==> src/rtl/core/dqc_pkg.sv <==
// dqc_pkg: shared constants, codes and bundle types of the depth correction pipeline
// no dependencies; imported by every other file of the block
`timescale 1ns / 1ps

package dqc_pkg;

  // number formats
  localparam int FRAC_BITS = 32;
  localparam int COEF_W    = 64;
  localparam int HALF_W    = COEF_W / 2;
  localparam int SMP_W     = 16;
  localparam int IDX_W     = 12;
  localparam logic [COEF_W-1:0] ONE = 64'd1 << FRAC_BITS;

  // valid index window
  localparam logic [SMP_W-1:0] DEPTH_MAX = 16'd4000;
  localparam logic [SMP_W-1:0] DEPTH_MIN = 16'd100;

  // divide by ten through a reciprocal, exact for every 16-bit sample
  localparam int RECIP_W     = 17;
  localparam logic [RECIP_W-1:0] RECIP10 = 17'd52429;
  localparam int RECIP_SHIFT = 19;
  localparam int SCALED_W    = SMP_W + RECIP_W;

  // datapath widths
  localparam int PROD_W     = 2 * COEF_W;
  localparam int P4_W       = PROD_W + 2;
  localparam int DELTA_W    = PROD_W + 4;
  localparam int ROOT_W     = DELTA_W / 2;
  localparam int REM_W      = ROOT_W + 1;
  localparam int NUM_W      = ROOT_W + 1;
  localparam int DEN_W      = COEF_W + 1;
  localparam int QUO_W      = 16;
  localparam int DSH_W      = DEN_W + QUO_W - 1;
  localparam int SAT_W      = DEN_W + QUO_W;
  localparam int RES_W      = 16;
  localparam int MUL10_W    = RES_W + 4;
  localparam int SQRT_CELLS = ROOT_W;
  localparam int DIV_CELLS  = QUO_W;

  // configuration port
  localparam int ADDR_W = 5;
  localparam int DATA_W = 64;

  typedef enum logic [1:0] {
    REG_QUAD = 2'd0,
    REG_LIN  = 2'd1,
    REG_OFF  = 2'd2,
    REG_UNIT = 2'd3
  } reg_idx_t;

  // how the final result of a pixel is formed
  typedef enum logic [1:0] {
    KIND_ROOT = 2'd0,
    KIND_ZERO = 2'd1,
    KIND_PASS = 2'd2,
    KIND_SAT  = 2'd3
  } kind_t;

  // per-pixel data that travels beside the arithmetic
  typedef struct packed {
    logic              last;
    kind_t             kind;
    logic [IDX_W-1:0]  d;
    logic [COEF_W-1:0] am;
    logic              an;
    logic [COEF_W-1:0] bm;
    logic              bn;
  } side_t;

  // square root cell state
  typedef struct packed {
    logic [DELTA_W-1:0] x;
    logic [REM_W-1:0]   rem;
    logic [ROOT_W-1:0]  root;
  } sqrt_t;

  // division cell state
  typedef struct packed {
    logic [NUM_W-1:0] num;
    logic [DSH_W-1:0] dsh;
    logic [QUO_W-1:0] quo;
  } div_t;

endpackage

==> src/rtl/core/dqc_sqrt_cell.sv <==
// dqc_sqrt_cell: one digit of a restoring square root, one root bit per cell
// depends on dqc_pkg; chained by the top level
`timescale 1ns / 1ps

module dqc_sqrt_cell import dqc_pkg::*; (
  input  logic  clk,
  input  logic  rst_n,
  input  logic  en,
  input  logic  v_i,
  input  side_t side_i,
  input  sqrt_t sq_i,
  output logic  v_o,
  output side_t side_o,
  output sqrt_t sq_o
);

  logic [REM_W+1:0] shifted, trial, diff;
  logic             take;
  sqrt_t            sq_nxt;
  logic             v_r;
  side_t            side_r;
  sqrt_t            sq_r;

  // bring down two radicand bits and try the next root bit
  always_comb begin
    shifted     = {sq_i.rem, sq_i.x[DELTA_W-1 -: 2]};
    trial       = {1'b0, sq_i.root, 2'b01};
    diff        = shifted - trial;
    take        = (shifted >= trial);
    sq_nxt.rem  = take ? diff[REM_W-1:0] : shifted[REM_W-1:0];
    sq_nxt.root = {sq_i.root[ROOT_W-2:0], take};
    sq_nxt.x    = {sq_i.x[DELTA_W-3:0], 2'b00};
  end

  always_ff @(posedge clk) begin
    if (!rst_n) begin
      v_r <= 1'b0;
    end else if (en) begin
      v_r <= v_i;
    end
  end

  always_ff @(posedge clk) begin
    if (en) begin
      side_r <= side_i;
      sq_r   <= sq_nxt;
    end
  end

  assign v_o    = v_r;
  assign side_o = side_r;
  assign sq_o   = sq_r;

endmodule

==> config.mk <==
export PLATFORM = sky130hd
export DESIGN_NAME = dqc_sqrt_cell
export DESIGN_NICKNAME = d
export VERILOG_FILES = /design/src/rtl/core/dqc_pkg.sv /design/src/rtl/core/dqc_sqrt_cell.sv
export SDC_FILE = /design/constraint.sdc
export NUM_CORES = 1
export LEC_CHECK = 0
export ABC_AREA = 1
export BUFFER_PORTS_ARGS = -buffer_cell sky130_fd_sc_hd__buf_2
export CAP_MARGIN = 20
export CORE_AREA = 2 2 317 319
export CTS_CLUSTER_SIZE = 14
export DETAILED_ROUTE_END_ITERATION = 7
export DIE_AREA = 0 0 319 321
export GPL_ROUTABILITY_DRIVEN = 0
export PLACE_DENSITY = 0.44
export SYNTH_ARGS = -nofsm -noshare
export SYNTH_HDL_FRONTEND = slang
export SYNTH_SLANG_ARGS = --single-unit
==> constraint.sdc <==
create_clock -name clk -period 2.15 [get_ports clk]
set_input_delay 0.1075 -clock clk [delete_from_list [all_inputs] [get_ports clk]]
set_output_delay 0.1075 -clock clk [all_outputs]
set_load 0.02 [all_outputs]
==> flow_summary.toml <==
[status]
status = "complete, no violations"

[final_layout]
area_growth_pct = 75.0
fin_cells = 4932
drive_gt1_share_pct = 37.6
post-route-util_pct = 34.2
fin_area_um2 = 34000
final_nets = 4064
fillers = 10300

[detailed_routing]
drtIter0Drc = 1117
num_vias = 19400
wl_per_cell_um = 20.0
route.detailed.drc = 0
drtAntennaViolNets = 0
first_pass_iters = 5
drt_wl_total_mm = 98.6
viasPerCell = 3.94

[timing]
fin_ws_ns = 0.111
period_share_pct = 94.9
tightest_slew_ns = 0.561
slew_headroom_pct = 62.2
final_hold_viol_count = 0
finalClockSkew_ns = 0
max_freq_mhz = 490
finalSetupViolCount = 0
whs_ns = 0.113
rsz0062_at_grt = "no"
maxSlewViolCount = 0
min_period_ns = 2.04

[clock_tree]
cts_buffer_depth = 3
clock_sinks = 409
cts_tree = "built"
clk-insertion-delay-late_ns = 0.61
cts_root_buffer = "clkbuf_16"
path_clk_slew_ns = 0.06
cts-buffers-inserted = 50
cts_max_level = 2

[power_and_ir_drop]
p_leak_nw = 16.4
power_frac_clock_pct = 34.9
internal_power_w = 0.0172
ir_worst_vdd_uv = 517
p_comb_share_pct = 24.9
p_switching_w = 0.00745
p_seq_share_pct = 40.2
swShare_pct = 30.3
powerDensity_nw_per_um2 = 725

[logic_synthesis]
synth_enable_flop_cells = 408
syn_inst = 1926
avgSynthCellArea_um2 = 10.1
yosys.cell_count.top_type = "nand2_1"
ys_types = 36
synth_flop_cell = "edfxtp_1"
synthTopCellsByArea = "edfxtp_1 (63%), nand2_1 (12%), inv_1 (6.3%)"
netlist.area_leader.share_pct = 63.1
ys_seq_area_share_pct = 63.2
yosysWarnings = 0
synth_seq_cells = 409
synth_top_area_cell = "edfxtp_1"
syn-cell-area_um2 = 19400
synth_common_cells = "nand2_1 (644), edfxtp_1 (408), inv_1 (325), nor2_1 (110), a21oi_1 (76)"
async_flop_share_pct = 0

[floorplanning]
dieArea_um2 = 102000
initial_utilization_pct = 19.5
ios = 825
core_um2 = 99300
die_w_um = 319
row_count = 116
die_y_um = 321

[global_route]
grt_max_degree = 84
grt_pass1_vias = 19600
grt-ovfl-total = 0
track_usage_pct = 18.5
antenna_found_initial = 37
grt_pass1_wl_mm = 136

[critical_path]
crit_required_ns = 2.50
crit_type = "in2reg"
worstSetupEndpointType = "flop"
cp_max_fo = 14
arrival_ns = 2.39
start_kind = "input pin"

[placement]
dpl.cell_count = 4414
dp_hpwl_mm = 79.6
place_worst_setup_slack_ns = -0.403
port_buffers = 822
placed_area_um2 = 28100

[flow_run]
cap_violations = 0

[worst_hold_path]
timing.hold.worst.class = "in2reg"
==> sequential cells by signal, summed over array words and instances, names as in the netlist <==
name    cells
side_o    145
sq_o      263
v_o         1
==> worst max-delay path: stages <==
cell	delay [ns]
dlygate4sd3_1	0.52
buf_2	0.13
inv_1	0.07
ha_4	0.28
nand2_2	0.06
nor2_4	0.13
inv_1	0.07
nor4_1	0.28
buf_4	0.16
nand2_2	0.06
nand2_4	0.13
buf_12	0.15
buf_12	0.14
o21ai_0	0.10
==> metal layers <==
layer  routed length (µm)  up-vias  part of all wire (%)  GRT usage (%)
met5                   49        -                 0.050              0
li1                     -     9579                     -              -
met2                49800      680                    51           32.9
met1                38500     9016                    39           21.1
met4                 3280        8                   3.3           6.82
met3                 6890      142                   7.0           4.90
==> kinds of logic after synthesis <==
group                      Yosys count  share of synthesized area (%)
and+or+nand+nor                    936                           20.2
DFF                                409                           63.2
buffers and inverters              358                           7.38
AOI/OAI and AO/OA                  120                           3.25
adders and majority gates           68                           4.38
xor gates and xnor gates            34                           1.53
other                                1                         0.0193
==> power by group through the flow <==
stage                     Sequential (W)  Clock [W]  Combinational (W)
after floorplan                   0.0109          0            0.00152
after global placement            0.0100          0            0.00552
after detailed placement          0.0100          0            0.00552
after CTS                        0.00989    0.00891            0.00617
after global routing             0.00995    0.00917            0.00660
final                            0.00989    0.00860            0.00613
==> area by class of cell <==
cell class | count | area (µm²) | area share [%]
Timing Repair Buffer | 1619 | 11400 | 33.4
Multi-Input combinational cell | 1160 | 5780 | 17.0
Tap cell | 1298 | 1620 | 4.78
Sequential cell | 409 | 12300 | 36.1
Antenna cell | 12 | 30.0 | 0.0884
Clock buffer | 66 | 1330 | 3.92
Clock inverter | 26 | 288 | 0.847
Inverter | 342 | 1290 | 3.79
==> worst paths after layout <==
kind                            startpoint  endpoint  slack, ns  cells past startpoint
worst max-delay path              sq_i[62]  sq_o[67]       0.11                     14
worst min-delay path              sq_i[84]  sq_o[86]       0.11                      5
worst max register to register         v_o       v_o       0.97                      3
worst min register to register         v_o       v_o       1.08                      3
==> placed cells by master (no fill, tap or decap), drive strengths merged <==
master / instances
nand3: 77
a21oi: 78
nand3b: 16
inv: 342
ha: 68
bufinv: 5
dlygate4sd3: 411
nor4: 5
and2: 1
xor2: 32
o211ai: 1
dfxtp: 1
edfxtp: 408
clkinvlp: 3
nand2: 683
nor2: 124
buf: 1208
or2: 1
a21o: 1
diode: 12
o21ai: 33
xnor2: 2
nand4: 14
conb: 2
nor3: 15
clkbuf: 66
o21bai: 7
clkinv: 18
==> repair_timing <==
item	4_1_cts	5_1_grt
endpoints found under the hold margin	429	0
resized for setup	0	13
setup endpoints to repair	0	68
setup buffers	0	3
hold buffers	411	0
==> stage by stage <==
step | power [W] | setup TNS [ns]
after floorplan | 0.0125 | 0
after global placement | 0.0156 | -20.47
after detailed placement | 0.0156 | -22.12
after CTS | 0.0250 | 0
after global routing | 0.0257 | 0
final | 0.0246 | 0
(Power assumes the default switching activity.)
