===== src/rtl/core/dqc_pkg.sv =====
// dqc_pkg: shared constants, codes and bundle types of the depth correction pipeline
// no dependencies; imported by every other file of the block
`timescale 1ns / 1ps

package dqc_pkg;

  // number formats
  localparam int FRAC_BITS = 32;
  localparam int COEF_W    = 64;
  localparam int HALF_W    = COEF_W / 2;
  localparam int SMP_W     = 16;
  localparam int IDX_W     = 12;
  localparam logic [COEF_W-1:0] ONE = 64'd1 << FRAC_BITS;

  // valid index window
  localparam logic [SMP_W-1:0] DEPTH_MAX = 16'd4000;
  localparam logic [SMP_W-1:0] DEPTH_MIN = 16'd100;

  // divide by ten through a reciprocal, exact for every 16-bit sample
  localparam int RECIP_W     = 17;
  localparam logic [RECIP_W-1:0] RECIP10 = 17'd52429;
  localparam int RECIP_SHIFT = 19;
  localparam int SCALED_W    = SMP_W + RECIP_W;

  // datapath widths
  localparam int PROD_W     = 2 * COEF_W;
  localparam int P4_W       = PROD_W + 2;
  localparam int DELTA_W    = PROD_W + 4;
  localparam int ROOT_W     = DELTA_W / 2;
  localparam int REM_W      = ROOT_W + 1;
  localparam int NUM_W      = ROOT_W + 1;
  localparam int DEN_W      = COEF_W + 1;
  localparam int QUO_W      = 16;
  localparam int DSH_W      = DEN_W + QUO_W - 1;
  localparam int SAT_W      = DEN_W + QUO_W;
  localparam int RES_W      = 16;
  localparam int MUL10_W    = RES_W + 4;
  localparam int SQRT_CELLS = ROOT_W;
  localparam int DIV_CELLS  = QUO_W;

  // configuration port
  localparam int ADDR_W = 5;
  localparam int DATA_W = 64;

  typedef enum logic [1:0] {
    REG_QUAD = 2'd0,
    REG_LIN  = 2'd1,
    REG_OFF  = 2'd2,
    REG_UNIT = 2'd3
  } reg_idx_t;

  // how the final result of a pixel is formed
  typedef enum logic [1:0] {
    KIND_ROOT = 2'd0,
    KIND_ZERO = 2'd1,
    KIND_PASS = 2'd2,
    KIND_SAT  = 2'd3
  } kind_t;

  // per-pixel data that travels beside the arithmetic
  typedef struct packed {
    logic              last;
    kind_t             kind;
    logic [IDX_W-1:0]  d;
    logic [COEF_W-1:0] am;
    logic              an;
    logic [COEF_W-1:0] bm;
    logic              bn;
  } side_t;

  // square root cell state
  typedef struct packed {
    logic [DELTA_W-1:0] x;
    logic [REM_W-1:0]   rem;
    logic [ROOT_W-1:0]  root;
  } sqrt_t;

  // division cell state
  typedef struct packed {
    logic [NUM_W-1:0] num;
    logic [DSH_W-1:0] dsh;
    logic [QUO_W-1:0] quo;
  } div_t;

endpackage


===== src/rtl/core/dqc_div_cell.sv =====
// dqc_div_cell: one step of a restoring division, one quotient bit per cell
// depends on dqc_pkg; chained by the top level
`timescale 1ns / 1ps

module dqc_div_cell import dqc_pkg::*; (
  input  logic  clk,
  input  logic  rst_n,
  input  logic  en,
  input  logic  v_i,
  input  side_t side_i,
  input  div_t  dv_i,
  output logic  v_o,
  output side_t side_o,
  output div_t  dv_o
);

  logic [DSH_W-1:0] num_ext, diff;
  logic             ge;
  div_t             dv_nxt;
  logic             v_r;
  side_t            side_r;
  div_t             dv_r;

  // compare against the shifted divisor, subtract when it fits
  always_comb begin
    num_ext    = {{(DSH_W-NUM_W){1'b0}}, dv_i.num};
    diff       = num_ext - dv_i.dsh;
    ge         = (num_ext >= dv_i.dsh);
    dv_nxt.num = ge ? diff[NUM_W-1:0] : dv_i.num;
    dv_nxt.dsh = dv_i.dsh >> 1;
    dv_nxt.quo = {dv_i.quo[QUO_W-2:0], ge};
  end

  always_ff @(posedge clk) begin
    if (!rst_n) begin
      v_r <= 1'b0;
    end else if (en) begin
      v_r <= v_i;
    end
  end

  always_ff @(posedge clk) begin
    if (en) begin
      side_r <= side_i;
      dv_r   <= dv_nxt;
    end
  end

  assign v_o    = v_r;
  assign side_o = side_r;
  assign dv_o   = dv_r;

endmodule


===== config.mk =====
export PLATFORM = sky130hd
export DESIGN_NAME = dqc_div_cell
export DESIGN_NICKNAME = d
export VERILOG_FILES = /design/src/rtl/core/dqc_pkg.sv /design/src/rtl/core/dqc_div_cell.sv
export SDC_FILE = /design/constraint.sdc
export NUM_CORES = 1
export LEC_CHECK = 0
export ABC_CLOCK_PERIOD_IN_PS = 5300
export BUFFER_PORTS_ARGS = -buffer_cell sky130_fd_sc_hd__buf_4
export CORE_AREA = 2 2 241 243
export DETAILED_ROUTE_END_ITERATION = 10
export DIE_AREA = 0 0 243 245
export PLACE_DENSITY = 0.55
export SLEW_MARGIN = 0
export SYNTH_ARGS = -nofsm -noshare
export SYNTH_HDL_FRONTEND = slang
export SYNTH_SLANG_ARGS = --single-unit

===== constraint.sdc =====
create_clock -name clk -period 5.3 [get_ports clk]
set_clock_uncertainty 0.1 [all_clocks]
set_input_delay 1.59 -clock clk [delete_from_list [all_inputs] [get_ports clk]]
set_output_delay 1.59 -clock clk [all_outputs]
set_load 0.005 [all_outputs]

==> impl_results.rst <==
.. list-table::
   :header-rows: 1

   * - Metric
     - Value
   * - Mapped Area
     - 14,540 sq um
   * - Main area contributors after synthesis
     - sky130_fd_sc_hd__edfxtp_1 63%, sky130_fd_sc_hd__ha_1 5.8%, sky130_fd_sc_hd__nand2_1 3.2%
   * - Final slew viol count
     - 0
   * - Share of synthesized area occupied by flip-flops and latches
     - 0.6352
   * - Setup repair after global routing missed its margin
     - no
   * - Total Power Consumption
     - 7.006 mW
   * - Relative slew slack
     - 0.4929
   * - X dimension of the die
     - 243 um
   * - CTS tree
     - yes
   * - Outcome
     - finished clean
   * - Maximum buffer depth of the clock tree
     - 3
   * - Placement row count
     - 88
   * - Root buffer cell
     - sky130_fd_sc_hd__clkbuf_16
   * - Weighted congestion at the end of routability-driven global placement
     - 0.8950
   * - Cell depth of the worst setup path
     - 15
   * - Leak pwr
     - 9.372 nW
   * - Full die area
     - 59,540 sq um
   * - Number of vias after detailed routing
     - 11,730
   * - Instance count of the mapped netlist
     - 1,163
   * - Synth warnings
     - 0
   * - Final Hold Fails
     - 0
   * - Reg-to-reg endpoint
     - v_o$_SDFFE_PN0P_
   * - Most used DFF post-synth
     - sky130_fd_sc_hd__edfxtp_1
   * - Total number of H-tree levels
     - 2
   * - Total I/O pin count
     - 621
   * - Maximum resistive drop on vdd
     - 217.3 uV
   * - Final ANT Viol Nets
     - 0
   * - Register-to-register setup slack
     - 4.61 ns
   * - Instance area at placement
     - 20,090 sq um
   * - Post-CTS sizing
     - 0
   * - Starting density of the core
     - 0.2550
   * - Worst-case setup slack after placement
     - 0.3169 ns
   * - Core Box Area
     - 57,030 sq um
   * - CP Max Fanout
     - 5
   * - Data arrival time of the critical path
     - 4.59 ns
   * - Register area
     - 9239 sq um
   * - Worst Hold Endpoint
     - v_o$_SDFFE_PN0P_
   * - Crit path capture type
     - flop
   * - Sort of element at the start of the critical path
     - input port
   * - Total power divided by cell area
     - 326.9 nW/um^2
   * - Post-synthesis register bit count
     - 308
   * - Start point of the worst min-delay path
     - v_o$_SDFFE_PN0P_
   * - Share of the synthesized area in the top cell type
     - 0.6339
   * - Asr flop ratio synth
     - 0
   * - Vert. Die Dim
     - 245 um
   * - Maximum frequency from static timing analysis
     - 0.2286 GHz
   * - Hold crit path type
     - flop to flop
   * - Number of DRC markers in iteration 0
     - 671
   * - Fin crit share
     - 0.8255
   * - Number of cells after detailed placement
     - 2,511
   * - CP top delay family
     - compound AO/OA/AOI/OAI gates
   * - Ordered list of cells on the worst path
     - buf_4, ha_1, fa_1, nor2b_1, o21ai_1, nand2b_1, a21boi_2, buf_4, o21ai_2, a21oi_4, o21bai_2, a31oi_1, and3_1, o31ai_1, nand2_1
   * - Vias per cell
     - 4.543
   * - Clk Latency, worst-skew pair
     - 0.55 ns
   * - Combined area of the multi-input logic cells
     - 4722 sq um
   * - Port Buffers
     - 618
   * - Max-cap violations
     - 0
   * - Number of standard cells in the final layout excluding fillers
     - 2,582
   * - Post-synth top cells
     - 307 x sky130_fd_sc_hd__edfxtp_1, 125 x sky130_fd_sc_hd__nand2_1, 91 x sky130_fd_sc_hd__inv_1
   * - CTS buffer count
     - 38
   * - Yosys top cell by area
     - sky130_fd_sc_hd__edfxtp_1
   * - Required time reported for the critical path endpoint
     - 5.52 ns
   * - Final WL
     - 56,740 um
   * - Number of hold-repair buffers added at the cts stage
     - 0
   * - Worst-case reg-to-reg path depth
     - 2
   * - Fillers
     - 5,646
   * - Via count of the first global-routing pass
     - 11,470
   * - Proportion of layout cells with a drive suffix above 1
     - 0.3961
   * - Worst path bufs/invs
     - 2
   * - Worst Path Class, Setup
     - input port to flop
   * - Clk sinks
     - 308
   * - Number of synthesized flops with an enable pin
     - 307
   * - Antenna violations before repair
     - 13
   * - Count leader, synth
     - sky130_fd_sc_hd__edfxtp_1
   * - Clock Pin Slew Worst Setup and Hold Paths
     - 0.06 ns
   * - Post-CTS setup buffer count
     - 0
   * - Number of DRC violations after detailed routing
     - 0
   * - Setup-violating endpoint count in the final report
     - 0
   * - Clock period minus final worst setup slack
     - 4.375 ns
   * - Maximum number of pins on one net before global-route repair
     - 91
   * - Area grow syn2layout
     - 47.37%
   * - Global-route wire length before repair
     - 78,650 um
   * - Hold Path Stages
     - 2
   * - Grt total ovfl
     - 0
   * - Cell area after layout
     - 21,430 sq um
   * - Setup_tns
     - 0 ns
   * - Routed len/inst
     - 21.97 um
   * - Crit path setup slack, layout
     - 0.9250 ns
   * - # nets final
     - 2,166
   * - Total GRT Usage
     - 0.1805
   * - Crit path top cell by count
     - sky130_fd_sc_hd__buf_4
   * - Delay of the slowest cell on the worst path
     - 0.42 ns
   * - Transition time at the pin with the least slew margin
     - 0.7607 ns
   * - Net count after synthesis
     - 1,543
   * - Placed wire-length estimate
     - 45,870 um
   * - Average instance area after synthesis
     - 12.51 sq um
   * - Slowest-stage cell, CP
     - sky130_fd_sc_hd__fa_1
   * - Count of unique library cells instantiated by Yosys
     - 70
   * - Startpoint of the most critical register-to-register path
     - v_o$_SDFFE_PN0P_
   * - Count of TritonRoute iterations in the first routing pass
     - 5
-- cells by family (layout without fill, tap and decap cells) --
| logic type | after synthesis | after routing | synth area share |
|---|---|---|---|
| AO/OA/AOI/OAI | 313 | 313 | 0.1415 |
| flip-flops | 308 | 308 | 0.6352 |
| AND/OR/NAND/NOR | 270 | 270 | 0.08543 |
| buffers and inverters | 140 | 792 | 0.04009 |
| adder cells (fa/ha/maj) | 68 | 68 | 0.05902 |
| XOR/XNOR | 58 | 58 | 0.03493 |
| multiplexers | 5 | 5 | 0.003527 |
| other | 1 | 3 | 0.0002578 |
-- worst register-to-register path: stages, from the launching register on --
cell and delay [ns]:
sky130_fd_sc_hd__dfxtp_1 0.31, sky130_fd_sc_hd__mux2i_1 0.12, sky130_fd_sc_hd__nor2b_1 0.06
-- final cells by class --
class	count	share of cell area
Antenna cell	2	0.0002335
Clock buffer	44	0.04641
Clock inverter	25	0.01617
Inverter	91	0.01594
Multi-Input combinational cell	715	0.2203
Sequential cell	308	0.4311
Tap cell	765	0.04466
Timing Repair Buffer	632	0.2252
-- how the worst max path moves through the flow --
stage	startpoint	to	slack [ns]
2_1_floorplan	dv_i[96]	dv_o[162]$_DFFE_PP_	1.03
5_1_grt	dv_i[16]	dv_o[132]$_DFFE_PP_	0.74
4_1_cts	dv_i[16]	dv_o[132]$_DFFE_PP_	0.94
6_report	dv_i[16]	dv_o[132]$_DFFE_PP_	0.93
3_5_place_dp	dv_i[16]	dv_o[132]$_DFFE_PP_	0.32
3_3_place_gp	dv_i[16]	dv_o[156]$_DFFE_PP_	0.33
-- sequential cells by signal (all words and copies together) (netlist names) --
name / count
dv_o: 162
side_o: 145
v_o: 1
-- routing by layer --
metal  vias up  GRT usage  routed length [um]
met1      5646     0.2154               22630
li1       5530          -                   -
met5         -          0                 105
met2       454     0.3014               27360
met3        85    0.06713                4987
met4        16    0.05738                1651
-- cell usage in the layout (no fill, tap or decap), types with 6 or more instances in the layout --
cell type / n
sky130_fd_sc_hd__buf_4: 625
sky130_fd_sc_hd__edfxtp_1: 307
sky130_fd_sc_hd__nand2_1: 125
sky130_fd_sc_hd__inv_1: 91
sky130_fd_sc_hd__a21oi_1: 77
sky130_fd_sc_hd__o21ai_0: 76
sky130_fd_sc_hd__ha_1: 67
sky130_fd_sc_hd__nor2_1: 45
sky130_fd_sc_hd__a21o_1: 45
sky130_fd_sc_hd__clkbuf_16: 39
sky130_fd_sc_hd__xnor2_1: 38
sky130_fd_sc_hd__o21ai_1: 25
sky130_fd_sc_hd__nand4_1: 22
sky130_fd_sc_hd__xor2_1: 20
sky130_fd_sc_hd__nor3_1: 18
sky130_fd_sc_hd__o21bai_1: 15
sky130_fd_sc_hd__nor2b_1: 11
sky130_fd_sc_hd__nand3_1: 11
sky130_fd_sc_hd__nand2b_1: 10
sky130_fd_sc_hd__o21a_1: 10
sky130_fd_sc_hd__and3_1: 9
sky130_fd_sc_hd__bufinv_16: 8
sky130_fd_sc_hd__clkinv_1: 8
sky130_fd_sc_hd__a31oi_1: 6
sky130_fd_sc_hd__buf_12: 6
-- per-stage QoR --
step,hold WS [ns],util
after floorplan,0.4073,-
after global placement,0.4107,0.3522
after detailed placement,0.4124,0.3522
after CTS,0.4280,0.3757
after global routing,0.4443,0.3757
final,0.4247,0.3758
-- report_power, final --
part | leakage [nW] | switching [mW] | total (mW) | internal [mW]
Combinational | 5.71 | 0.618 | 1.22 | 0.601
Sequential | 3.01 | 0.0568 | 2.95 | 2.90
Clock | 0.647 | 1.09 | 2.83 | 1.74
Total | 9.37 | 1.77 | 7.01 | 5.24
No activity file was read; power rests on OpenSTA's default activity.
